`src/hw/rtl/tbs_pkg.sv`:
```
// ----------------------------------------------------------------------------
// Texture byte size package
// Shared widths, codes, the queued item type and the block size table.
// ----------------------------------------------------------------------------
`default_nettype none

package tbs_pkg;

    localparam int MAX_MIP_LEVELS = 15;
    localparam int FORMAT_COUNT   = 100;

    localparam int W_DIM   = 15;
    localparam int W_FMT   = 7;
    localparam int W_MIP   = 4;
    localparam int W_ARR   = 12;
    localparam int W_BPB   = 9;
    localparam int W_SIZE  = 45;
    localparam int W_PITCH = 24;
    localparam int W_MRP   = 16;
    localparam int W_MLB   = 24;

    localparam logic [W_FMT-1:0] BC_FIRST = 7'd70;
    localparam logic [W_FMT-1:0] BC_LAST  = 7'd84;

    localparam int QUEUE_DEPTH = 2;
    localparam int QPTR_W      = $clog2(QUEUE_DEPTH);
    localparam int QCNT_W      = $clog2(QUEUE_DEPTH + 1);

    localparam logic OP_TEXTURE = 1'b0;
    localparam logic OP_SURFACE = 1'b1;

    localparam logic CFG_MIN_ROW_PITCH   = 1'b0;
    localparam logic CFG_MIN_LEVEL_BYTES = 1'b1;

    typedef enum logic [2:0] {
        K_ERROR,
        K_ZERO,
        K_SURF_BC,
        K_SURF_LIN,
        K_TEX_BC,
        K_TEX_LIN
    } t_kind;

    typedef struct packed {
        t_kind              kind;
        logic [W_DIM-1:0]   width;
        logic [W_DIM-1:0]   height;
        logic [W_BPB-1:0]   bytes;
        logic [W_MIP-1:0]   mips;
        logic [W_MIP-1:0]   levels;
        logic [W_ARR-1:0]   arrays;
    } t_item;

    // Bytes per 4x4 pixel block for each format code.
    function automatic logic [W_BPB-1:0] block_bytes(input logic [W_FMT-1:0] fmt);
        logic [W_BPB-1:0] b;
        priority if (fmt == 7'd0)  b = 9'd0;
        else if (fmt <= 7'd4)      b = 9'd256;
        else if (fmt <= 7'd8)      b = 9'd192;
        else if (fmt <= 7'd22)     b = 9'd128;
        else if (fmt <= 7'd47)     b = 9'd64;
        else if (fmt <= 7'd59)     b = 9'd32;
        else if (fmt <= 7'd65)     b = 9'd16;
        else if (fmt == 7'd66)     b = 9'd2;
        else if (fmt <= 7'd69)     b = 9'd64;
        else if (fmt <= 7'd72)     b = 9'd8;
        else if (fmt <= 7'd78)     b = 9'd16;
        else if (fmt <= 7'd81)     b = 9'd8;
        else if (fmt <= 7'd84)     b = 9'd16;
        else if (fmt <= 7'd86)     b = 9'd32;
        else if (fmt <= 7'd93)     b = 9'd64;
        else                       b = 9'd0;
        return b;
    endfunction

endpackage

`default_nettype wire

```
`src/hw/rtl/tbs_front.sv`:
```
// ----------------------------------------------------------------------------
// Texture byte size front end
// Takes input beats, looks up the block size and sorts each item by the work
// it needs before it goes into the queue.
// ----------------------------------------------------------------------------
`default_nettype none

module tbs_front import tbs_pkg::*; (
    input  wire logic             i_in_valid,
    output logic                  o_in_stall,
    input  wire logic             i_operation,
    input  wire logic [W_DIM-1:0] i_width,
    input  wire logic [W_DIM-1:0] i_height,
    input  wire logic [W_FMT-1:0] i_format,
    input  wire logic [W_MIP-1:0] i_mip_levels,
    input  wire logic [W_ARR-1:0] i_array_count,
    input  wire logic             i_q_full,
    output logic                  o_push,
    output t_item                 o_item
);

    logic             bc;
    logic [W_MIP-1:0] mips_sat;
    t_kind            kind;

    always_comb begin
        bc       = (i_format >= BC_FIRST) && (i_format <= BC_LAST);
        mips_sat = (i_mip_levels > W_MIP'(MAX_MIP_LEVELS)) ? W_MIP'(MAX_MIP_LEVELS)
                                                           : i_mip_levels;
        priority if ({1'b0, i_format} >= (W_FMT+1)'(FORMAT_COUNT)) kind = K_ERROR;
        else if (i_operation == OP_SURFACE && bc) kind = K_SURF_BC;
        else if (i_operation == OP_SURFACE)       kind = K_SURF_LIN;
        else if (bc)                              kind = K_TEX_BC;
        else if (mips_sat != '0)                  kind = K_TEX_LIN;
        else                                      kind = K_ZERO;

        o_item.kind   = kind;
        o_item.width  = i_width;
        o_item.height = i_height;
        o_item.bytes  = block_bytes(i_format);
        o_item.mips   = mips_sat;
        o_item.arrays = i_array_count;
        // A compressed texture with no mip count still sizes its top level.
        if (kind == K_TEX_BC) begin
            o_item.levels = (mips_sat == '0) ? W_MIP'(1) : mips_sat;
        end else begin
            o_item.levels = W_MIP'(1);
        end
    end

    assign o_push     = i_in_valid && !i_q_full;
    assign o_in_stall = i_q_full;

endmodule

`default_nettype wire

```
`src/hw/rtl/tbs_queue.sv`:
```
// ----------------------------------------------------------------------------
// Texture byte size item queue
// Short first-in first-out store between the front end and the engine.
// ----------------------------------------------------------------------------
`default_nettype none

module tbs_queue import tbs_pkg::*; (
    input  wire logic i_clk,
    input  wire logic i_rst_n,
    input  wire logic i_push,
    input  t_item     i_item,
    input  wire logic i_pop,
    output t_item     o_item,
    output logic      o_full,
    output logic      o_empty
);

    t_item              r_mem [QUEUE_DEPTH];
    logic [QPTR_W-1:0]  r_wp;
    logic [QPTR_W-1:0]  r_rp;
    logic [QCNT_W-1:0]  r_cnt;
    logic [QPTR_W-1:0]  n_wp;
    logic [QPTR_W-1:0]  n_rp;

    assign n_wp = (r_wp == QPTR_W'(QUEUE_DEPTH - 1)) ? '0 : r_wp + QPTR_W'(1);
    assign n_rp = (r_rp == QPTR_W'(QUEUE_DEPTH - 1)) ? '0 : r_rp + QPTR_W'(1);

    always_ff @(posedge i_clk) begin
        if (!i_rst_n) begin
            r_wp  <= '0;
            r_rp  <= '0;
            r_cnt <= '0;
        end else begin
            if (i_push) begin
                r_mem[r_wp] <= i_item;
                r_wp        <= n_wp;
            end
            if (i_pop) begin
                r_rp <= n_rp;
            end
            if (i_push && !i_pop) begin
                r_cnt <= r_cnt + QCNT_W'(1);
            end else if (i_pop && !i_push) begin
                r_cnt <= r_cnt - QCNT_W'(1);
            end
        end
    end

    assign o_item  = r_mem[r_rp];
    assign o_full  = (r_cnt == QCNT_W'(QUEUE_DEPTH));
    assign o_empty = (r_cnt == '0);

endmodule

`default_nettype wire

```
`src/hw/rtl/tbs_back.sv`:
```
// ----------------------------------------------------------------------------
// Texture byte size engine
// Works one queued item at a time: a three-stage pipeline over the mip levels
// of compressed formats, a multiply chain and a serial divide by twelve for
// the mip series of other formats, and the output register.
// ----------------------------------------------------------------------------
`default_nettype none

module tbs_back import tbs_pkg::*; (
    input  wire logic               i_clk,
    input  wire logic               i_rst_n,
    input  wire logic               i_q_empty,
    input  t_item                   i_q_item,
    output logic                    o_q_pop,
    input  wire logic [W_MRP-1:0]   i_min_row_pitch,
    input  wire logic [W_MLB-1:0]   i_min_level_bytes,
    output logic                    o_out_valid,
    input  wire logic               i_out_stall,
    output logic [W_SIZE-1:0]       o_byte_size,
    output logic [W_PITCH-1:0]      o_row_pitch,
    output logic                    o_row_pitch_valid,
    output logic                    o_format_error
);

    localparam int BLK_W     = W_DIM - 2;
    localparam int LSZ_W     = W_PITCH + BLK_W;
    localparam int SUM_W     = LSZ_W + W_MIP;
    localparam int ACC_W     = SUM_W + W_ARR;
    localparam int WH_W      = 2 * W_DIM;
    localparam int WB_W      = WH_W + W_BPB;
    localparam int PROD_W    = WB_W + W_ARR;
    localparam int DIV_STEPS = (PROD_W - 2 + 3) / 4;
    localparam int DIV_W     = DIV_STEPS * 4;
    localparam int DCNT_W    = $clog2(DIV_STEPS + 1);

    typedef enum logic [2:0] {
        S_IDLE,
        S_MUL_WH,
        S_MUL_B,
        S_MUL_A,
        S_SER,
        S_DIV,
        S_LVL,
        S_DONE
    } t_state;

    t_state               r_state;
    t_item                r_item;
    logic [W_DIM-1:0]     r_lw;
    logic [W_DIM-1:0]     r_lh;
    logic [W_MIP-1:0]     r_iss;
    logic                 r_v1;
    logic                 r_v2;
    logic [W_PITCH-1:0]   r_pitch;
    logic [BLK_W-1:0]     r_lhq;
    logic [LSZ_W-1:0]     r_lsz;
    logic [ACC_W-1:0]     r_acc;
    logic [DIV_W-1:0]     r_div;
    logic [1:0]           r_rem;
    logic [DCNT_W-1:0]    r_dcnt;

    logic                 r_out_valid;
    logic [W_SIZE-1:0]    r_byte_size;
    logic [W_PITCH-1:0]   r_row_pitch;
    logic                 r_row_pitch_valid;
    logic                 r_format_error;

    // Level pipeline
    logic [BLK_W-1:0]         lwq;
    logic [BLK_W-1:0]         lhq;
    logic [BLK_W+W_BPB-1:0]   pitch_raw;
    logic [W_PITCH-1:0]       n_pitch;
    logic [BLK_W-1:0]         n_lhq;
    logic [LSZ_W-1:0]         lvl_prod;
    logic [LSZ_W-1:0]         lvl_floor;
    logic [LSZ_W-1:0]         n_lsz;
    logic [ACC_W-1:0]         n_acc_lvl;
    logic                     issue_left;

    // Multiply chain and series
    logic [WH_W-1:0]          n_wh;
    logic [WB_W-1:0]          n_wb;
    logic [ACC_W-1:0]         n_arr;
    logic [PROD_W-1:0]        ser_p;
    logic [4:0]               ser_sh;
    logic [PROD_W-1:0]        ser_s;
    logic                     ser_nz;
    logic [PROD_W-1:0]        ser_x;
    logic [DIV_W-1:0]         n_div_init;

    // Divide by three, one nibble a cycle
    logic [5:0]               dv;
    logic [11:0]              dv_mul;
    logic [3:0]               dq;
    logic [5:0]               dr;

    // Result selection
    logic [W_SIZE-1:0]        n_size;
    logic [W_PITCH-1:0]       n_row_pitch;
    logic                     n_pv;
    logic                     n_ferr;

    always_comb begin
        lwq       = r_lw[W_DIM-1:2];
        lhq       = r_lh[W_DIM-1:2];
        pitch_raw = ((lwq == '0) ? BLK_W'(1) : lwq) * r_item.bytes;
        n_pitch   = (W_PITCH'(pitch_raw) > W_PITCH'(i_min_row_pitch))
                    ? W_PITCH'(pitch_raw) : W_PITCH'(i_min_row_pitch);
        n_lhq     = (lhq == '0) ? BLK_W'(1) : lhq;

        lvl_prod  = r_pitch * r_lhq;
        // The single surface size takes no lower bound on the level size.
        lvl_floor = (r_item.kind == K_TEX_BC) ? LSZ_W'(i_min_level_bytes) : '0;
        n_lsz     = (lvl_prod > lvl_floor) ? lvl_prod : lvl_floor;
        n_acc_lvl = r_acc + ACC_W'(r_lsz);
        issue_left = (r_iss != r_item.levels);

        n_wh  = r_item.width * r_item.height;
        n_wb  = r_acc[WH_W-1:0] * r_item.bytes;
        n_arr = r_acc[SUM_W-1:0] * r_item.arrays;

        // floor(p*(4^m-1)/(12*4^m)) = floor((p - p/4^m - carry)/12), where the
        // carry is set when the shifted-out part is not zero.
        ser_p      = r_acc[PROD_W-1:0];
        ser_sh     = {r_item.mips, 1'b0};
        ser_s      = ser_p >> ser_sh;
        ser_nz     = ((ser_s << ser_sh) != ser_p);
        ser_x      = ser_p - ser_s - PROD_W'(ser_nz);
        n_div_init = DIV_W'(ser_x[PROD_W-1:2]);

        // v stays below 48, so v*43/128 gives v/3 exactly.
        dv     = {r_rem, r_div[DIV_W-1 -: 4]};
        dv_mul = {6'b0, dv} * 12'd43;
        dq     = dv_mul[10:7];
        dr     = dv - {1'b0, dq, 1'b0} - {2'b0, dq};

        n_size      = '0;
        n_row_pitch = '0;
        n_pv        = 1'b0;
        n_ferr      = 1'b0;
        unique case (r_item.kind)
            K_SURF_BC: begin
                n_size      = r_acc[W_SIZE-1:0];
                n_row_pitch = r_pitch;
                n_pv        = 1'b1;
            end
            K_TEX_BC:   n_size = r_acc[W_SIZE-1:0];
            K_SURF_LIN: n_size = r_acc[W_SIZE+3:4];
            K_TEX_LIN:  n_size = r_div[W_SIZE-1:0];
            K_ERROR:    n_ferr = 1'b1;
            K_ZERO:     n_size = '0;
            default:    n_size = '0;
        endcase
    end

    assign o_q_pop = (r_state == S_IDLE) && !i_q_empty;

    always_ff @(posedge i_clk) begin
        if (!i_rst_n) begin
            r_state     <= S_IDLE;
            r_out_valid <= 1'b0;
            r_v1        <= 1'b0;
            r_v2        <= 1'b0;
        end else begin
            if (r_out_valid && !i_out_stall) begin
                r_out_valid <= 1'b0;
            end
            unique case (r_state)
                S_IDLE: begin
                    if (!i_q_empty) begin
                        r_item <= i_q_item;
                        r_lw   <= i_q_item.width;
                        r_lh   <= i_q_item.height;
                        r_iss  <= '0;
                        r_acc  <= '0;
                        r_v1   <= 1'b0;
                        r_v2   <= 1'b0;
                        unique case (i_q_item.kind)
                            K_SURF_BC, K_TEX_BC:    r_state <= S_LVL;
                            K_SURF_LIN, K_TEX_LIN:  r_state <= S_MUL_WH;
                            K_ERROR, K_ZERO:        r_state <= S_DONE;
                            default:                r_state <= S_DONE;
                        endcase
                    end
                end
                S_MUL_WH: begin
                    r_acc   <= ACC_W'(n_wh);
                    r_state <= S_MUL_B;
                end
                S_MUL_B: begin
                    r_acc   <= ACC_W'(n_wb);
                    r_state <= (r_item.kind == K_SURF_LIN) ? S_DONE : S_MUL_A;
                end
                S_MUL_A: begin
                    r_acc   <= n_arr;
                    r_state <= (r_item.kind == K_TEX_LIN) ? S_SER : S_DONE;
                end
                S_SER: begin
                    r_div   <= n_div_init;
                    r_rem   <= 2'd0;
                    r_dcnt  <= DCNT_W'(DIV_STEPS);
                    r_state <= S_DIV;
                end
                S_DIV: begin
                    r_div  <= {r_div[DIV_W-5:0], dq};
                    r_rem  <= dr[1:0];
                    r_dcnt <= r_dcnt - DCNT_W'(1);
                    if (r_dcnt == DCNT_W'(1)) begin
                        r_state <= S_DONE;
                    end
                end
                S_LVL: begin
                    // Stage one: pitch of the level, stage two: level size,
                    // stage three: running sum.
                    r_v1 <= issue_left;
                    if (issue_left) begin
                        r_pitch <= n_pitch;
                        r_lhq   <= n_lhq;
                        r_lw    <= r_lw >> 1;
                        r_lh    <= r_lh >> 1;
                        r_iss   <= r_iss + W_MIP'(1);
                    end
                    r_v2 <= r_v1;
                    if (r_v1) begin
                        r_lsz <= n_lsz;
                    end
                    if (r_v2) begin
                        r_acc <= n_acc_lvl;
                    end
                    if (!issue_left && !r_v1 && !r_v2) begin
                        r_state <= (r_item.kind == K_TEX_BC) ? S_MUL_A : S_DONE;
                    end
                end
                S_DONE: begin
                    if (!r_out_valid || !i_out_stall) begin
                        r_out_valid       <= 1'b1;
                        r_byte_size       <= n_size;
                        r_row_pitch       <= n_row_pitch;
                        r_row_pitch_valid <= n_pv;
                        r_format_error    <= n_ferr;
                        r_state           <= S_IDLE;
                    end
                end
                default: r_state <= S_IDLE;
            endcase
        end
    end

    assign o_out_valid       = r_out_valid;
    assign o_byte_size       = r_byte_size;
    assign o_row_pitch       = r_row_pitch;
    assign o_row_pitch_valid = r_row_pitch_valid;
    assign o_format_error    = r_format_error;

endmodule

`default_nettype wire

```
`src/hw/rtl/texture_byte_size_unit.sv`:
```
// ----------------------------------------------------------------------------
// Texture byte size unit
// Byte size of a whole texture with mips and array slices, or of one surface
// with its row pitch.
// ----------------------------------------------------------------------------
// Input channel: i_in_valid with o_in_stall; a beat carries operation, size,
// format, mip count and array count. Output channel: o_out_valid with
// i_out_stall; one result beat per input beat, in order.
// Configuration: i_cfg_valid with o_cfg_ready (always high), index 0 is the
// minimum row pitch and index 1 the minimum level size; write only while idle.
// An accepted beat waits in a two-entry queue; the engine then goes straight
// to its result state for an error or empty result, runs a multiply chain for
// a plain surface, takes one mip level a cycle through its pipeline for a
// compressed texture, and for a plain texture also runs the mip series and a
// divide by twelve at one nibble a cycle. The result then goes into the output register.
// While the receiver stalls, the result holds and the queue keeps taking
// beats until it is full. Synchronous reset empties queue and engine and
// clears both configuration registers.
// ----------------------------------------------------------------------------
`default_nettype none

module texture_byte_size_unit import tbs_pkg::*; (
    input  wire logic               i_clk,
    input  wire logic               i_rst_n,
    input  wire logic               i_in_valid,
    output logic                    o_in_stall,
    input  wire logic               i_operation,
    input  wire logic [W_DIM-1:0]   i_width,
    input  wire logic [W_DIM-1:0]   i_height,
    input  wire logic [W_FMT-1:0]   i_format,
    input  wire logic [W_MIP-1:0]   i_mip_levels,
    input  wire logic [W_ARR-1:0]   i_array_count,
    output logic                    o_out_valid,
    input  wire logic               i_out_stall,
    output logic [W_SIZE-1:0]       o_byte_size,
    output logic [W_PITCH-1:0]      o_row_pitch,
    output logic                    o_row_pitch_valid,
    output logic                    o_format_error,
    input  wire logic               i_cfg_valid,
    output logic                    o_cfg_ready,
    input  wire logic               i_cfg_index,
    input  wire logic [W_MLB-1:0]   i_cfg_data
);

    logic [W_MRP-1:0] r_min_row_pitch;
    logic [W_MLB-1:0] r_min_level_bytes;

    t_item            front_item;
    t_item            q_item;
    logic             push;
    logic             pop;
    logic             q_full;
    logic             q_empty;

    assign o_cfg_ready = 1'b1;

    always_ff @(posedge i_clk) begin
        if (!i_rst_n) begin
            r_min_row_pitch   <= '0;
            r_min_level_bytes <= '0;
        end else if (i_cfg_valid && o_cfg_ready) begin
            unique case (i_cfg_index)
                CFG_MIN_ROW_PITCH:   r_min_row_pitch   <= i_cfg_data[W_MRP-1:0];
                CFG_MIN_LEVEL_BYTES: r_min_level_bytes <= i_cfg_data;
            endcase
        end
    end

    tbs_front u_front (
        .i_in_valid    (i_in_valid),
        .o_in_stall    (o_in_stall),
        .i_operation   (i_operation),
        .i_width       (i_width),
        .i_height      (i_height),
        .i_format      (i_format),
        .i_mip_levels  (i_mip_levels),
        .i_array_count (i_array_count),
        .i_q_full      (q_full),
        .o_push        (push),
        .o_item        (front_item)
    );

    tbs_queue u_queue (
        .i_clk   (i_clk),
        .i_rst_n (i_rst_n),
        .i_push  (push),
        .i_item  (front_item),
        .i_pop   (pop),
        .o_item  (q_item),
        .o_full  (q_full),
        .o_empty (q_empty)
    );

    tbs_back u_back (
        .i_clk             (i_clk),
        .i_rst_n           (i_rst_n),
        .i_q_empty         (q_empty),
        .i_q_item          (q_item),
        .o_q_pop           (pop),
        .i_min_row_pitch   (r_min_row_pitch),
        .i_min_level_bytes (r_min_level_bytes),
        .o_out_valid       (o_out_valid),
        .i_out_stall       (i_out_stall),
        .o_byte_size       (o_byte_size),
        .o_row_pitch       (o_row_pitch),
        .o_row_pitch_valid (o_row_pitch_valid),
        .o_format_error    (o_format_error)
    );

endmodule

`default_nettype wire

```
`config.mk`:
```
export PLATFORM = sky130hd
export DESIGN_NAME = texture_byte_size_unit
export DESIGN_NICKNAME = d
export VERILOG_FILES = /design/src/hw/rtl/tbs_pkg.sv /design/src/hw/rtl/tbs_front.sv /design/src/hw/rtl/tbs_queue.sv /design/src/hw/rtl/tbs_back.sv /design/src/hw/rtl/texture_byte_size_unit.sv
export SDC_FILE = /design/constraint.sdc
export NUM_CORES = 2
export LEC_CHECK = 0
export BUFFER_PORTS_ARGS = -buffer_cell sky130_fd_sc_hd__buf_2
export CORE_MARGIN = 1
export CORE_UTILIZATION = 45
export DETAILED_ROUTE_END_ITERATION = 7
export GPL_TIMING_DRIVEN = 0
export PLACE_DENSITY_LB_ADDON = 0.05
export SKIP_LAST_GASP = 1
export SYNTH_ARGS = -nofsm -noshare
export SYNTH_HDL_FRONTEND = slang
export SYNTH_SLANG_ARGS = --single-unit
```
`constraint.sdc`:
```
create_clock -name i_clk -period 20.2 [get_ports i_clk]
set_clock_uncertainty 0.1 [all_clocks]
set_input_delay 2.02 -clock i_clk [delete_from_list [all_inputs] [get_ports i_clk]]
set_output_delay 2.02 -clock i_clk [all_outputs]
set_load 0.03 [all_outputs]
```
# [Word-level counts from Yosys, hierarchy flattened]
# Memories as Yosys holds them, arrays and structs flattened. A register that Yosys moved wholly into a read port is not among the register bits.
# Index checks and enable logic that the tools add are counted.
# W data, S select, Z words.
[totals] ff_bits=402 mem_bits_rw=124 input_bits=84 output_inout_bits=74 wordCells=212 memories=1
[memory_table] name="u_queue.r_mem" depth=2 width=62 read_ports=1 rd_ports_with_merged_regs=1 write_ports=1 line_no="tbs_queue.sv:18" rtl="t_item r_mem [QUEUE_DEPTH];"
[classes] add_sub_neg=11 n_mul=6 magnitude_cmp=18 eq_ne=27 shifts=2 mux=69 bitwise=2 reduce_logical=45
[op_table] cell="$pmux W53 S5" n=1
[op_table] cell="$pmux W45 S3" n=1
[op_table] cell="$mux W9" n=14
[op_table] cell="$mux W53" n=2
[op_table] cell="$pmux W52 S2" n=1
[op_table] cell="$mux W15" n=4
[op_table] cell="$pmux W15 S2" n=2
[op_table] cell="$le A7 B7 Y1 const B" n=8
[op_table] cell="$add A53 B37 Y53" n=1
[op_table] cell="$mul A41 B12 Y53" n=1
[op_table] cell="$ne A51 B51 Y1" n=1
[op_table] cell="$shl A51 B5 Y51" n=1
[op_table] cell="$shr A51 B5 Y51" n=1
[op_table] cell="$sub A51 B1 Y51" n=1
[op_table] cell="$sub A51 B51 Y51" n=1
[op_table] cell="$mul A30 B9 Y39" n=1
[op_table] cell="$gt A37 B37 Y1" n=1
[op_table] cell="$mul A24 B13 Y37" n=1
[op_table] cell="$mux W37" n=1
[op_table] cell="$mux W3" n=11
[op_table] cell="$mul A15 B15 Y30" n=1
[op_table] cell="$eq A3 B3 Y1 const B" n=9
[op_table] cell="$logic_not A13 Y1" n=2
[op_table] cell="$mux W24" n=1
[op_table] cell="other kinds (49)" n=112

# [Longest topological paths before layout]
[logic_depth] ltp_word=16 mapped_depth=37 depth_no_buf=35

# [Cells and area by module]
# Synthesis repeated with hierarchy kept, for this count alone.
[unflattened] hier_cells=7977 area_unflattened_um2=74391.3
[by_module_without_submodules] mod="tbs_back" instances=1 cells_each=7488 area_per_inst_um2=67312.1 seq_area_each_um2=10390.0
[by_module_without_submodules] mod="tbs_queue" instances=1 cells_each=216 area_per_inst_um2=4715.8 seq_area_each_um2=3823.7
[by_module_without_submodules] mod="texture_byte_size_unit" instances=1 cells_each=162 area_per_inst_um2=1567.8 seq_area_each_um2=800.8
[by_module_without_submodules] mod="tbs_front" instances=1 cells_each=111 area_per_inst_um2=795.8 seq_area_each_um2=0.0

# [Least setup slack after synthesis]
# OpenSTA, ideal clock, no wires.
[synth_timing] path_type="register to register" from="register u_back.r_pitch[9]" to="register u_back.r_lsz[16], data pin" setup_ns=0.260 arrival_time_ns=8.481 t_required_ns=19.840 setup_slack_ns=11.359 path_stages_with_launch=37 path_buffers=2 period_less_slack_ns=8.841 path_cell_list="edfxtp_1 clkbuf_1 and2_1 fa_1 inv_1 fa_1 inv_1 fa_1 fa_1 inv_1 fa_1 inv_1 ha_1 o21a_1 o21ai_0 a21oi_1 o21ai_0 a21boi_0 o21a_1 o21a_1 o21ai_0 nand2b_1 xnor2_1 inv_1 ha_1 nand4_1 nor2_1 o311a_1 a2111oi_0 o211ai_1 a221o_1 a2111oi_0 or4b_1 or4_4 nor4_4 buf_6 mux2_4"
[synth_between] elab_chain_len=3
[synth_rtl] item="from (decl)" line_no="tbs_back.sv:54" rtl="logic [W_PITCH-1:0] r_pitch;"
[synth_rtl] item="from (signal assigned)" line_no="tbs_back.sv:217" rtl="r_pitch <= n_pitch;"
[synth_rtl] item="$mul A24 B13 Y37 *" line_no="tbs_back.sv:111" rtl="lvl_prod = r_pitch * r_lhq;"
[synth_rtl] item="$gt A37 B37 Y1" line_no="tbs_back.sv:114" rtl="n_lsz = (lvl_prod > lvl_floor) ? lvl_prod : lvl_floor;"
[synth_rtl] item="$mux W37 *" line_no="tbs_back.sv:114"
[synth_rtl] item="via u_back.n_lsz[16]" line_no="tbs_back.sv:76" rtl="logic [LSZ_W-1:0] n_lsz;"
[synth_rtl] item="to (signal assigned)" line_no="tbs_back.sv:225" rtl="r_lsz <= n_lsz;"
[synth_rtl] item="to (decl)" line_no="tbs_back.sv:56" rtl="logic [LSZ_W-1:0] r_lsz;"
# Mark *: on every way through the listed nets, which the timed path passes. The rest lies on a longest branch.
# A chain may end at the register's enable or synchronous reset.

# [Final worst setup path]
[layout_timing] from="register u_back.r_lhq[6]" to="register u_back.r_lsz[21], data pin"
[layout_between] elab_chain_len=3
[layout_rtl] item="from (decl)" line_no="tbs_back.sv:55" rtl="logic [BLK_W-1:0] r_lhq;"
[layout_rtl] item="from (signal assigned)" line_no="tbs_back.sv:218" rtl="r_lhq <= n_lhq;"
[layout_rtl] item="$mul A24 B13 Y37 *" line_no="tbs_back.sv:111"
[layout_rtl] item="$gt A37 B37 Y1" line_no="tbs_back.sv:114"
[layout_rtl] item="$mux W37 *" line_no="tbs_back.sv:114"
[layout_rtl] item="via u_back.n_lsz[21]" line_no="tbs_back.sv:76"
# Marked as above.

==> flow_summary.toml <==
[status]
status = "finished, violations left"
failed_checks = "capacitance limit, slew limit"

[drt]
ant_nets = 0
num_vias = 55693
drt_wl_total_mm = 248
dr.pass1.iters = 6
drt_iter0_drc = 4151
drcViolationCount = 0
wl_per_cell_um = 24.6
viasPerCell = 5.53

[setup_path]
critPathLaunchType = "flop"
timing.rr.start = "u_back.r_lhq[6]"
crit_path_end_kind = "flop"
cpMostUsedCell = "fa_1"
reg2reg_slack_ps = 9390
worstPathArrival_ps = 11120
reg2reg_to = "u_back.r_lsz[21]"
path_class = "flop to flop"
required_ps = 20510
worstRegToRegCells = 29
startpoint = "u_back.r_lhq[6]"
critPathSlowestCell = "clkbuf_1"
max_stage_delay_ps = 750
cp_max_fo = 10

[timing]
hold_violations = 0
period_needed_ps = 10810
setup_tns_ps = 0
fin_crit_sh_pct = 53.5
fmax_mhz = 92.5
slew_violations = 10
maxSlewHeadroom_pct = -0.475
rsz0062_at_grt = "no"
setup_viol = 0
worst_pin_slew_ps = 1510

[clock_tree]
clock_path_buffers = 3
hold_buffers = 0
cts.sinks = 511
cts_inserted_buffers = 60
clk_latency_ps = 730
cts_setup_buffers = 0
h-tree-depth = 2
tritoncts = "yes"
root_buffer = "clkbuf_16"
cts_resized = 0
clk_pin_slew_ps = 70

[placed_design]
portBuffers = 154
gp_congestion = 0.954
dp_hpwl_mm = 205

[floorplan]
core.rowCount = 146
die_h_um = 402
dieWidth_um = 402
core_um2 = 159000
die_area_um2 = 162000
io_pins = 158
start_util_pct = 45.4

[worst_hold_path]
hold_class = "flop to flop"
whs_path_depth = 2
hold_end = "r_min_level_bytes[23]"
min_from = "r_min_level_bytes[23]"

[synth]
ys_seq_elements = 511
synth-edff-count = 460
ys_types = 83
synthArstFlopShare_pct = 0
syn_inst = 7714
synth_warnings = 0
ys.flop_type = "edfxtp_1"
syn_area_um2 = 72100
avgSynthCellArea_um2 = 9.35
synth-seq-area-share_pct = 20.6

[global_route]
antenna_found_initial = 19
grt.overflow.total = 0
grt_usage_pct = 31.0
grt_pass1_vias = 57588
grt_max_degree = 43
grt_pass1_wl_mm = 373

[final_layout]
drive_gt1_share_pct = 6.18
layout_commonest_cell = "inv_1"
layout_common_cells = "1329 x inv_1, 976 x fa_1, 905 x nand2_1"
syn_to_final_growth_pct = 8.09
layout.nets = 9599

[job]
max_cap_viol_count = 1
-- cell type report --
cell class / instances / area, um^2
fill: 15295 / 80800
multi-input combinational: 5449 / 50700
sequential: 511 / 14800
inverter: 1331 / 5000
tap: 2072 / 2590
buffer: 424 / 1630
clock buffer: 74 / 1620
timing repair buffer: 171 / 1060
clock inverter: 39 / 483
antenna: 4 / 10.0
-- registers in the layout (all words and copies together), names as in the netlist, 4 cells and up, named ones only --
register            count
u_back.o_byte_size     45
u_back.r_dcnt           4
u_back.r_div           52
u_back.r_lw            13
u_back.r_item          60
u_back.r_acc           51
u_queue.r_mem         120
u_back.r_lh            13
u_back.r_iss            4
u_back.r_lsz           37
r_min_row_pitch        16
u_back.r_lhq           13
u_back.o_row_pitch     22
u_back.r_pitch         22
r_min_level_bytes      24
-- logic make-up after synthesis --
kind of cell	synth area share (%)
adders and majority gates	37.4
buffers and inverters	9.19
xor gates and xnor gates	2.96
other	0.0104
muxes	4.43
DFF	20.6
AOI/OAI and AO/OA	9.74
and+or+nand+nor	15.7
-- routing by layer --
| metal | GRT usage (%) | routed length (um) |
|---|---|---|
| met3 | 4.09 | 15500 |
| met2 | 49.9 | 114000 |
| met4 | 11.3 | 10700 |
| met1 | 42.7 | 108000 |
| met5 | 0 | 40 |
-- synthesized netlist by cell type (52+ instances only) --
master,instances,area [um^2]
clkbuf_1,391,1470
xnor2_1,148,1300
ha_1,591,7390
nor3_1,55,275
a21oi_1,338,1690
inv_1,1329,4990
mux2i_1,96,961
nor2_1,209,785
mux2_2,114,1280
and2_1,789,4940
o21ai_0,242,1210
xor2_1,96,841
nand3_1,62,310
edfxtp_1,460,13800
nand2_1,905,3400
a21o_1,136,1020
nor2b_1,52,325
fa_1,976,19500
-- critical path: cells and delay by family, from the launching register on --
family | cells | cell delay (ps)
buffers and inverters | 6 | 1290
and+or+nand+nor | 6 | 2090
AOI/OAI and AO/OA | 8 | 2440
xor gates and xnor gates | 1 | 380
DFF | 1 | 540
muxes | 1 | 320
adders and majority gates | 7 | 3300
-- worst max-delay path by stage --
stage	slack [ps]	endpoint	cells past startpoint
global placement	9540	u_back.r_lsz[21]	29
floorplan	11360	u_back.r_lsz[16]	36
global route	9030	u_back.r_lsz[21]	29
detailed placement	9560	u_back.r_lsz[1]	29
finish	9390	u_back.r_lsz[21]	29
CTS	9440	u_back.r_lsz[21]	29
-- per-stage QoR --
step	std cells	util (%)	instance area (um^2)	worst slack (ps)	hold WS, ps
final	10075	49.1	77900	9390	356
after global routing	10071	49.1	77900	9030	372
after CTS	10071	49.1	77900	9440	358
after detailed placement	9958	47.8	75800	9560	349
after global placement	9941	47.5	75500	9540	345
after floorplan	7715	-	72100	11360	332
Power is left out: the tool's default activity adds up to more than one toggle a clock period on the data nets, which glitch-free logic cannot reach.
